## src/hw/rtl/trd_pkg.sv

```systemverilog
package trd_pkg;

	// readout word type codes, bits 30-27 of a defining word
	typedef enum logic [3:0] {
		TYPE_BLOCK_HDR = 4'd0,
		TYPE_BLOCK_TRL = 4'd1,
		TYPE_EVENT_HDR = 4'd2,
		TYPE_TRIG_TIME = 4'd3,
		TYPE_UNDEF_4   = 4'd4,
		TYPE_UNDEF_5   = 4'd5,
		TYPE_UNDEF_6   = 4'd6,
		TYPE_UNDEF_7   = 4'd7,
		TYPE_UNDEF_8   = 4'd8,
		TYPE_UNDEF_9   = 4'd9,
		TYPE_UNDEF_10  = 4'd10,
		TYPE_UNDEF_11  = 4'd11,
		TYPE_CLUSTER   = 4'd12,
		TYPE_TRIG_DEC  = 4'd13,
		TYPE_NOT_VALID = 4'd14,
		TYPE_FILLER    = 4'd15
	} word_type_t;

	// record kind on the output
	typedef enum logic [3:0] {
		KIND_IGNORED   = 4'd0,
		KIND_REJECTED  = 4'd1,
		KIND_BLOCK_HDR = 4'd2,
		KIND_BLOCK_TRL = 4'd3,
		KIND_EVENT_HDR = 4'd4,
		KIND_TRIG_TIME = 4'd5,
		KIND_CLUS_W1   = 4'd6,
		KIND_CLUS_W2   = 4'd7,
		KIND_TRIG_DEC  = 4'd8
	} kind_t;

	// config register indexes
	localparam logic CFG_SLOT_ID  = 1'b0;
	localparam logic CFG_HCAL_DET = 1'b1;

	localparam logic [4:0] SLOT_ID_RST  = 5'd0;
	localparam logic [3:0] HCAL_DET_RST = 4'd11;

	localparam int OUT_DATA_W = 144;

	typedef struct packed {
		logic [4:0] slot_id;
		logic [3:0] hcal_det;
	} cfg_t;

	typedef struct packed {
		word_type_t  cur_type;
		logic        slot_matched;
		logic [3:0]  det_id;
		logic [23:0] time_lo;
		logic [23:0] time_hi;
	} dec_state_t;

	typedef struct packed {
		kind_t       kind;
		logic [4:0]  id_value;
		logic [9:0]  events_per_block;
		logic [7:0]  block_count;
		logic [21:0] count_value;
		logic [47:0] trigger_time;
		logic [15:0] cluster_energy;
		logic [4:0]  cluster_column;
		logic [6:0]  cluster_row;
		logic [3:0]  cluster_hits;
		logic [10:0] item_time;
		logic [5:0]  trigger_pattern;
	} record_t;

endpackage

```

## src/hw/rtl/trd_cfg_regs.sv

```systemverilog
module trd_cfg_regs (
	input  logic          clk,
	input  logic          arst_n,
	input  logic          cfg_valid,
	output logic          cfg_ready,
	input  logic          cfg_addr,
	input  logic [4:0]    cfg_data,
	output trd_pkg::cfg_t cfg
);
	import trd_pkg::*;

	cfg_t cfg_q;

	assign cfg_ready = 1'b1;
	assign cfg       = cfg_q;

	always_ff @(posedge clk or negedge arst_n) begin
		if (!arst_n) begin
			cfg_q.slot_id  <= SLOT_ID_RST;
			cfg_q.hcal_det <= HCAL_DET_RST;
		end else if (cfg_valid) begin
			unique case (cfg_addr)
				CFG_SLOT_ID:  cfg_q.slot_id  <= cfg_data;
				CFG_HCAL_DET: cfg_q.hcal_det <= cfg_data[3:0];
				default: ;
			endcase
		end
	end

endmodule

```

## src/hw/rtl/trd_decode.sv

```systemverilog
module trd_decode (
	input  logic                word,
	input  logic [31:0]         data,
	input  logic                clear_first,
	input  trd_pkg::cfg_t       cfg,
	input  trd_pkg::dec_state_t st,
	output trd_pkg::dec_state_t st_nxt,
	output trd_pkg::record_t    rec
);
	import trd_pkg::*;

	logic       defining;
	word_type_t typ;
	logic       matched;
	logic       is_hcal_w1;
	logic       is_hcal_w2;
	logic [4:0] hdr_slot;

	// "word" strobes that data holds a valid item; nothing changes otherwise
	always_comb begin
		defining   = data[31];
		hdr_slot   = data[26:22];
		typ        = clear_first ? TYPE_FILLER : st.cur_type;
		if (defining) typ = word_type_t'(data[30:27]);
		matched    = clear_first ? 1'b0 : st.slot_matched;
		is_hcal_w1 = (data[26:23] == cfg.hcal_det);
		is_hcal_w2 = (st.det_id == cfg.hcal_det);

		st_nxt              = st;
		st_nxt.cur_type     = typ;
		st_nxt.slot_matched = matched;
		rec                 = '0;

		if (!matched && typ != TYPE_BLOCK_HDR) begin
			rec.kind = KIND_REJECTED;
		end else begin
			unique case (typ)
				TYPE_BLOCK_HDR: begin
					if (defining) begin
						st_nxt.slot_matched = (hdr_slot == cfg.slot_id);
						rec.id_value        = hdr_slot;
						if (hdr_slot == cfg.slot_id) begin
							rec.kind             = KIND_BLOCK_HDR;
							rec.events_per_block = data[17:8];
							rec.block_count      = data[7:0];
						end else begin
							rec.kind = KIND_REJECTED;
						end
					end
				end
				TYPE_BLOCK_TRL: begin
					rec.kind        = KIND_BLOCK_TRL;
					rec.id_value    = hdr_slot;
					rec.count_value = data[21:0];
				end
				TYPE_EVENT_HDR: begin
					rec.kind        = KIND_EVENT_HDR;
					rec.count_value = data[21:0];
				end
				TYPE_TRIG_TIME: begin
					if (defining) st_nxt.time_lo = data[23:0];
					else          st_nxt.time_hi = data[23:0];
					rec.kind         = KIND_TRIG_TIME;
					rec.trigger_time = {st_nxt.time_hi, st_nxt.time_lo};
				end
				TYPE_CLUSTER: begin
					if (defining) begin
						st_nxt.det_id  = data[26:23];
						rec.kind       = KIND_CLUS_W1;
						rec.id_value   = {1'b0, data[26:23]};
						rec.cluster_energy = is_hcal_w1 ? data[15:0]
						                                : {2'b00, data[13:0]};
					end else begin
						rec.kind     = KIND_CLUS_W2;
						rec.id_value = {1'b0, st.det_id};
						if (is_hcal_w2) begin
							rec.cluster_column = {1'b0, data[23:20]};
							rec.cluster_row    = {2'b00, data[19:15]};
						end else begin
							rec.cluster_column = data[26:22];
							rec.cluster_row    = data[21:15];
						end
						rec.cluster_hits = data[14:11];
						rec.item_time    = data[10:0];
					end
				end
				TYPE_TRIG_DEC: begin
					if (defining) begin
						rec.kind            = KIND_TRIG_DEC;
						rec.item_time       = {4'b0000, data[22:16]};
						rec.trigger_pattern = data[5:0];
					end
				end
				default: ;
			endcase
		end

		if (!word) st_nxt = st;
	end

endmodule

```

## src/hw/rtl/trigger_readout_word_decoder.sv

```systemverilog
// Channel  Dir  Signals                      Contents
// s_*      in   tvalid tready tdata tuser    readout word, clear flag
// m_*      out  tvalid tready tdata tuser    decoded record, record kind
// cfg_*    in   valid ready addr data        config register writes
//
// One word per clock sustained while m_tready is high. A word passes an
// input register, decode and sticky-state update, then the output register.
// The sticky state (type, slot match, detector id, time halves) updates
// as a word moves from the input register into the output register.
// s_tready drops only while both the input and output registers are full
// and m_tready is low. Reset clears valid flags, state and config.
module trigger_readout_word_decoder (
	input  logic        clk,
	input  logic        arst_n,
	input  logic        s_tvalid,
	output logic        s_tready,
	input  logic [31:0] s_tdata,   // [31:0] word
	input  logic        s_tuser,   // [0] clear_first
	output logic        m_tvalid,
	input  logic        m_tready,
	// [4:0] id_value, [14:5] events_per_block, [22:15] block_count,
	// [44:23] count_value, [92:45] trigger_time, [108:93] cluster_energy,
	// [113:109] cluster_column, [120:114] cluster_row, [124:121] cluster_hits,
	// [135:125] item_time, [141:136] trigger_pattern, [143:142] zero
	output logic [trd_pkg::OUT_DATA_W-1:0] m_tdata,
	output logic [3:0]  m_tuser,   // [3:0] kind
	input  logic        cfg_valid,
	output logic        cfg_ready,
	input  logic        cfg_addr,
	input  logic [4:0]  cfg_data
);
	import trd_pkg::*;

	cfg_t       cfg;
	dec_state_t st_q;
	dec_state_t st_nxt;
	record_t    rec;
	record_t    rec_s2;

	logic        vld_s1;
	logic [31:0] word_s1;
	logic        clr_s1;
	logic        vld_s2;
	logic        adv;

	trd_cfg_regs u_cfg (
		.clk       (clk),
		.arst_n    (arst_n),
		.cfg_valid (cfg_valid),
		.cfg_ready (cfg_ready),
		.cfg_addr  (cfg_addr),
		.cfg_data  (cfg_data),
		.cfg       (cfg)
	);

	// output register moves when empty or being drained
	assign adv      = !vld_s2 || m_tready;
	assign s_tready = !vld_s1 || adv;

	// input register
	always_ff @(posedge clk or negedge arst_n) begin
		if (!arst_n) begin
			vld_s1 <= 1'b0;
		end else if (s_tready) begin
			vld_s1 <= s_tvalid;
		end
	end

	always_ff @(posedge clk) begin
		if (s_tready && s_tvalid) begin
			word_s1 <= s_tdata;
			clr_s1  <= s_tuser;
		end
	end

	// decode; state commits only when the word moves on
	trd_decode u_dec (
		.word        (vld_s1 && adv),
		.data        (word_s1),
		.clear_first (clr_s1),
		.cfg         (cfg),
		.st          (st_q),
		.st_nxt      (st_nxt),
		.rec         (rec)
	);

	always_ff @(posedge clk or negedge arst_n) begin
		if (!arst_n) begin
			st_q.cur_type     <= TYPE_FILLER;
			st_q.slot_matched <= 1'b0;
			st_q.det_id       <= '0;
			st_q.time_lo      <= '0;
			st_q.time_hi      <= '0;
		end else begin
			st_q <= st_nxt;
		end
	end

	// output register
	always_ff @(posedge clk or negedge arst_n) begin
		if (!arst_n) begin
			vld_s2 <= 1'b0;
		end else if (adv) begin
			vld_s2 <= vld_s1;
		end
	end

	always_ff @(posedge clk) begin
		if (adv && vld_s1) begin
			rec_s2 <= rec;
		end
	end

	assign m_tvalid = vld_s2;
	assign m_tuser  = rec_s2.kind;
	assign m_tdata  = {2'b00, rec_s2.trigger_pattern, rec_s2.item_time,
	                   rec_s2.cluster_hits, rec_s2.cluster_row, rec_s2.cluster_column,
	                   rec_s2.cluster_energy, rec_s2.trigger_time, rec_s2.count_value,
	                   rec_s2.block_count, rec_s2.events_per_block, rec_s2.id_value};

	// back-pressure only comes from a stalled, full output register
	a_stall_src: assert property (@(posedge clk) disable iff (!arst_n)
		!s_tready |-> (m_tvalid && !m_tready))
		else $error("input stalled without output stall");

	// a delivered block header leaves the slot marked as matched
	a_hdr_match: assert property (@(posedge clk) disable iff (!arst_n)
		(m_tvalid && m_tuser == KIND_BLOCK_HDR) |-> st_q.slot_matched)
		else $error("block header emitted but slot not matched");

	// a rejected word carries nothing but the slot
	a_rej_clean: assert property (@(posedge clk) disable iff (!arst_n)
		(m_tvalid && m_tuser == KIND_REJECTED) |-> (m_tdata[143:5] == '0))
		else $error("rejected record has payload");

	// state holds while the output register is stalled
	a_state_hold: assert property (@(posedge clk) disable iff (!arst_n)
		(m_tvalid && !m_tready) |=> $stable(st_q))
		else $error("state changed during output stall");

endmodule

```

## config.mk

```make
export PLATFORM = sky130hd
export DESIGN_NAME = trigger_readout_word_decoder
export DESIGN_NICKNAME = d
export VERILOG_FILES = /design/src/hw/rtl/trd_pkg.sv /design/src/hw/rtl/trd_cfg_regs.sv /design/src/hw/rtl/trd_decode.sv /design/src/hw/rtl/trigger_readout_word_decoder.sv
export SDC_FILE = /design/constraint.sdc
export NUM_CORES = 1
export LEC_CHECK = 0
export BUFFER_PORTS_ARGS = -buffer_cell sky130_fd_sc_hd__clkbuf_2
export CORE_AREA = 4 4 141 143
export DETAILED_ROUTE_END_ITERATION = 8
export DIE_AREA = 0 0 145 147
export PLACE_DENSITY_LB_ADDON = 0.3
export SKIP_CTS_REPAIR_TIMING = 1
export SYNTH_ARGS = -nofsm -noshare
export SYNTH_HDL_FRONTEND = slang
export SYNTH_SLANG_ARGS = --single-unit
```

## constraint.sdc

```tcl
create_clock -name clk -period 4.9 [get_ports clk]
set_input_delay 0.49 -clock clk [delete_from_list [all_inputs] [get_ports clk]]
set_output_delay 0.49 -clock clk [all_outputs]
set_load 0.02 [all_outputs]
```

Word-level counts from Yosys, hierarchy flattened. Index checks and enable logic that the tools add are counted.

Input port bits: 44. Register bits: 247.

Reduce and logical (&&, ||, !) cells: 23. Bitwise operators: 10. Multiplexer cells: 22. Equality and inequality tests: 8.

Operators with widths (count): $mux W53 (1); $mux W24 (2); $mux W48 (1); $mux W25 (1); $pmux W4 S6 (1); $mux W11 (2); $pmux W11 S2 (1); $mux W4 (5); $mux W18 (1); $pmux W5 S3 (1); $mux W13 (1); $reduce_or A4 Y1 (3); $not A1 Y1 (10); $reduce_or A3 Y1 (3); $eq A4 B2 Y1 const B (2); $eq A4 B4 Y1 (2); $eq A4 B4 Y1 const B (2); $mux W6 (1); $reduce_or A2 Y1 (3); $eq A5 B5 Y1 (1); $eq A4 B1 Y1 const B (1); $logic_not A4 Y1 (1); $reduce_and A2 Y1 (2); $reduce_and A4 Y1 (1); other kinds (7) (14).

Logic depth before layout (Yosys ltp).
Depth in word-level cells: 6. Mapped depth: 7. Mapped depth without buffers: 4.

Cells and area by module. Synthesis repeated with hierarchy kept, for this count alone.

Cell total of the unflattened synthesis: 671. Area total of the unflattened synthesis: 10087.2 µm².

Modules (own cells, without submodules): trigger_readout_word_decoder (area each 6929.1 µm², times used 1, cells an instance 247); trd_decode (area each 2781.4 µm², times used 1, cells an instance 402); trd_cfg_regs (area each 376.6 µm², times used 1, cells an instance 22).

Worst setup path after synthesis. OpenSTA, ideal clock, no wires.

Path kind: input to register. From: input m_tready. To: register rec_s2 (netlist bit m_tdata[0]), enable pin. Setup slack: 0.755 ns. Cell stages on the path: 3. Arrival: 3.646 ns. Setup time: 0.498 ns. Data required time: 4.402 ns. Buffers on the path: 0. Path through: nand2b_1 -> nand2_1 -> inv_1.

Word-level cells in the longest chain between the ends: 2.

RTL lines: start, declared (line trigger_readout_word_decoder.sv:20) `input logic m_tready,`; $logic_or A1 B1 Y1 (line trigger_readout_word_decoder.sv:57) `assign adv = !vld_s2 || m_tready;`; $logic_and A1 B1 Y1; net u_dec.word (line trd_decode.sv:2) `input logic word,`; end signal, assigned (line trigger_readout_word_decoder.sv:110) `rec_s2 <= rec;`; end, declared (line trigger_readout_word_decoder.sv:38) `record_t rec_s2;`.

The timed path passes the listed nets, and every way through them passes these cells. A chain may end at the register's enable or synchronous reset.

Final worst setup path.
From: register word_s1[31]. To: register st_q[49] (netlist name).

Word-level cells in the longest chain between the ends: 5. Elaborated cells on any way between the ends: 6. Those cells by class: eq/ne: 1; mux: 1; bitwise: 1; reduce/logical: 3.

RTL lines: start, declared (line trigger_readout_word_decoder.sv:41) `logic [31:0] word_s1;`; start signal, assigned (line trigger_readout_word_decoder.sv:71) `word_s1 <= s_tdata;`; $mux W4 (line trd_decode.sv:24) `if (defining) typ = word_type_t'(data[30:27]);`; $reduce_bool A4 Y1 (line trd_decode.sv:34) `if (!matched && typ != TYPE_BLOCK_HDR) begin`; $logic_and A1 B1 Y1 (line trd_decode.sv:34); $not A1 Y1 (no line); $reduce_and A4 Y1 (no line) (*); end signal, assigned (line trigger_readout_word_decoder.sv:95) `st_q <= st_nxt;`; end, declared (line trigger_readout_word_decoder.sv:35) `dec_state_t st_q;`.

Mark *: on every way between the ends. The rest lies on a longest branch, timed or not.

==> key figures <==
Yosys
  – Commonest cells in the netlist: edfxtp_1, and2_1, nor2_1, dfrtp_1, mux2i_1
  – Cell taking the most area after synthesis: edfxtp_1
  – Register area share after synthesis: a little over two thirds
  – Main synth FF type: edfxtp_1
  – Post-synth ARST share: between 20% and 30%
  – Multiplexer share of the synthesized area: about an eighth
  – Synth Instances: 656
  – Yosys reg bits: 247
  – Synth Area per Inst: approximately 15 µm²
  – Post-synthesis adder-cell area fraction: 0%
  – Synth warnings: 0
  – Post-synth EDFFs: ~180
  – Yosys cell types: 50
  – Top cells by area, synth: edfxtp_1, dfrtp_1, mux2i_1, mux2_2, and2_1
  – Synthesized area: slightly above 10,000 µm²
  – Compound-Gate Fraction of Synth Area: under 10%
  – Most frequent cell after synthesis: edfxtp_1
  – XOR/XNOR Fraction of Synth Area: ~1.1%
  – Yosys top cell area share: a little over half
  – Main combinational cell family by area after synthesis: multiplexers
  – Simple-Gate Fraction of Synth Area: between 10% and 20%

Drt
  – DRT Wirelength: between 20 and 25 mm
  – Detailed Routing Iterations Pass 1: 5
  – Wire per inst: about 20 µm
  – DRT iter0 DRCs: roughly 470
  – Number of remaining DRC errors: 0
  – Detailed-route via count: roughly 6,100
  – Via density: 5.49
  – Post-DRT Antenna Nets: 0

Pwr
  – Switching part of the total power: a little under a quarter
  – Leakage: about 0.0052 µW
  – Internal cell power: around 3700 µW
  – Power per cell area: about 400 nW/µm²
  – Largest vdd supply drop: 310 µV
  – Total power: approximately 4800 µW
  – Clock power frac: about two fifths
  – Part of the power in registers: approximately half
  – Psw: about 1100 µW
  – Comb power frac: under 10%

Status
  – Status: finished, final reports clean

Floorplanning
  – Ports: between 150 and 200
  – Die area: approximately 21,000 µm²
  – Core area: 18,600 µm²
  – Chip width: 145 µm
  – Initial Util: a little over half
  – Die Ht: 147 µm
  – Row cnt: 50

Placement
  – IO Port Bufs: 191
  – Detail Placement HPWL: between 10 and 15 mm
  – DP Worst Slack: roughly 1.8 ns
  – Routability Congestion: roughly 0.9

Clock network
  – Root Buffer: clkbuf_16
  – CTS tree: built
  – H-tree depth: 1
  – Clock slew seen by the registers of the worst setup and hold paths: roughly 0.060 ns
  – Maximum buffer depth of the clock tree: 3
  – Total CTS buffers: 26
  – CTS Sinks: 247
  – Worst-Skew Late Latency: 0.52 ns

GRT
  – Gr ovfl total: 0
  – Largest net degree at the start of global routing: between 100 and 150
  – Initial antenna violation count: 0
  – First-pass GRT wire length: roughly 35 mm
  – Global-route usage over all layers: 20.7%
  – Vias in the first global route: around 6,000

Final layout
  – FF/Latch Area: roughly 7100 µm²
  – Area delta synth->final: 19.8%
  – # nets final: ~890
  – Layout cells sized above 1: a little under two fifths
  – Final Util: about 65%
  – Multi-input gate area: 2850 µm²
  – # diodes: 0
  – Fillcell total: 1,379

Setup path
  – Nature of the critical path startpoint: flop
  – Crit Path Max Fanout: 25
  – Slowest stage delay, CP: ~0.97 ns
  – WP data required: 5.29 ns
  – Worst setup EP type: flop
  – Slowest stage cell, crit path: edfxtp_1
  – WP data arrival: about 3.6 ns
  – WS Path Type: reg -> reg
  – Crit path cell chain: buf_4, or3b_2, nor4_2, mux2_2

Timing
  – Final Worst Setup Slack: between 1.5 and 2 ns
  – Slew headroom: 22.2%
  – Setup Skew: just over 0.008 ns
  – Crit share post-route: around two thirds
  – Post-route minimum period: between 3 and 4 ns
  – Setup TNS: 0 ns
  – Worst-Margin Slew: approximately 1.2 ns
  – Final hold violations: 0
  – Max-slew violation total from the final report: 0
  – Final setup vio count: 0
  – RSZ-0062 raised after global routing: no
  – Fmax: just over 300 MHz

Min path
  – Min-delay worst type: in -> async

Run
  – Maxcap violations: 0
state kept, by name (all words and copies together), names as in the netlist:
register / cells
clr_s1: 1
m_tdata: 142
m_tuser: 4
m_tvalid: 1
st_q: 57
u_cfg.cfg: 9
vld_s1: 1
word_s1: 32
cells by family (layout without fill, tap and decap cells):
logic type,Yosys count,in the layout
other cells,2,3
buf+inv,35,247
xor+xnor,13,13
simple gates,208,208
flops,247,247
mux,116,116
compound gates,35,35
metal layers:
layer	up-vias	GRT usage (%)	routed length, µm
li1	2768	-	-
met1	3009	28.7	9510
met2	246	34.6	10800
met3	37	3.89	1570
met4	0	4.80	419
met5	-	0	0
through the flow:
stage / area (µm²) / std cells / hold WS, ns
2_1_floorplan: 10100 / 657 / 0.194
3_3_place_gp: 11200 / 1055 / 0.489
3_5_place_dp: 11200 / 1055 / 0.493
4_1_cts: 12100 / 1103 / 0.126
5_1_grt: 12100 / 1103 / 0.128
6_report: 12100 / 1103 / 0.0852
worst max-delay path, delay by kind of cell, from the launching register on:
kind	cells	cell delay, ns
mux	1	0.41
flops	1	0.97
simple gates	2	1.16
buf+inv	1	0.52
final cells by class:
| class | count | area share [%] |
|---|---|---|
| Timing Repair Buffer | 197 | 8.29 |
| Multi-Input combinational cell | 375 | 23.5 |
| Sequential cell | 247 | 58.5 |
| Clock inverter | 18 | 1.38 |
| Inverter | 2 | 0.103 |
| Clock buffer | 30 | 5.75 |
| Tap cell | 234 | 2.42 |
power groups by stage:
| stage | registers, µW | logic (µW) | clock network [µW] |
|---|---|---|---|
| after global placement | 2510 | 386 | 0 |
| after global routing | 2490 | 423 | 2090 |
| after floorplan | 2590 | 161 | 0 |
| final | 2480 | 392 | 1960 |
| after CTS | 2480 | 397 | 1990 |
| after detailed placement | 2520 | 397 | 0 |
path summary, 6_finish.rpt:
| kind | start | to | slack, ns | cells past startpoint |
|---|---|---|---|---|
| hold reg to reg | st_q[19] | st_q[19] | 0.51 | 1 |
| setup reg to reg | word_s1[31] | st_q[49] | 1.69 | 4 |
| min in group clk | s_tuser | clr_s1 | 0.14 | 1 |
| max in group asynchronous | arst_n | st_q[35] | 4.23 | 1 |
| hold / removal | arst_n | u_cfg.cfg[7] | 0.09 | 1 |
| setup / recovery | word_s1[31] | st_q[49] | 1.69 | 4 |
layout by cell type (no fill, tap or decap), types with 2 or more instances in the layout:
master | synthesis | final
clkbuf_2 | 0 | 190
edfxtp_1 | 179 | 179
and2_1 | 74 | 73
nor2_1 | 66 | 66
dfrtp_1 | 61 | 61
mux2i_1 | 51 | 51
mux2_2 | 45 | 45
clkbuf_16 | 0 | 27
mux2_4 | 20 | 20
nand2_1 | 12 | 12
a22oi_1 | 12 | 12
xnor2_1 | 11 | 11
nor3_1 | 12 | 10
clkinv_2 | 0 | 7
buf_4 | 4 | 7
dfstp_2 | 7 | 7
nand2b_1 | 6 | 6
nor2b_1 | 6 | 6
nand3_1 | 6 | 6
and3_1 | 6 | 6
a21oi_1 | 6 | 5
o21ai_0 | 5 | 5
clkinv_1 | 0 | 5
or3_1 | 5 | 4
o22a_1 | 3 | 3
conb_1 | 2 | 3
bufinv_16 | 0 | 3
inv_6 | 0 | 2
nor4_4 | 2 | 2
or2_2 | 2 | 2
nor3_2 | 0 | 2
o211ai_1 | 2 | 2
xor2_1 | 2 | 2
clkbuf_1 | 14 | 2
clkinvlp_4 | 0 | 2
(Power assumes the default switching activity.)
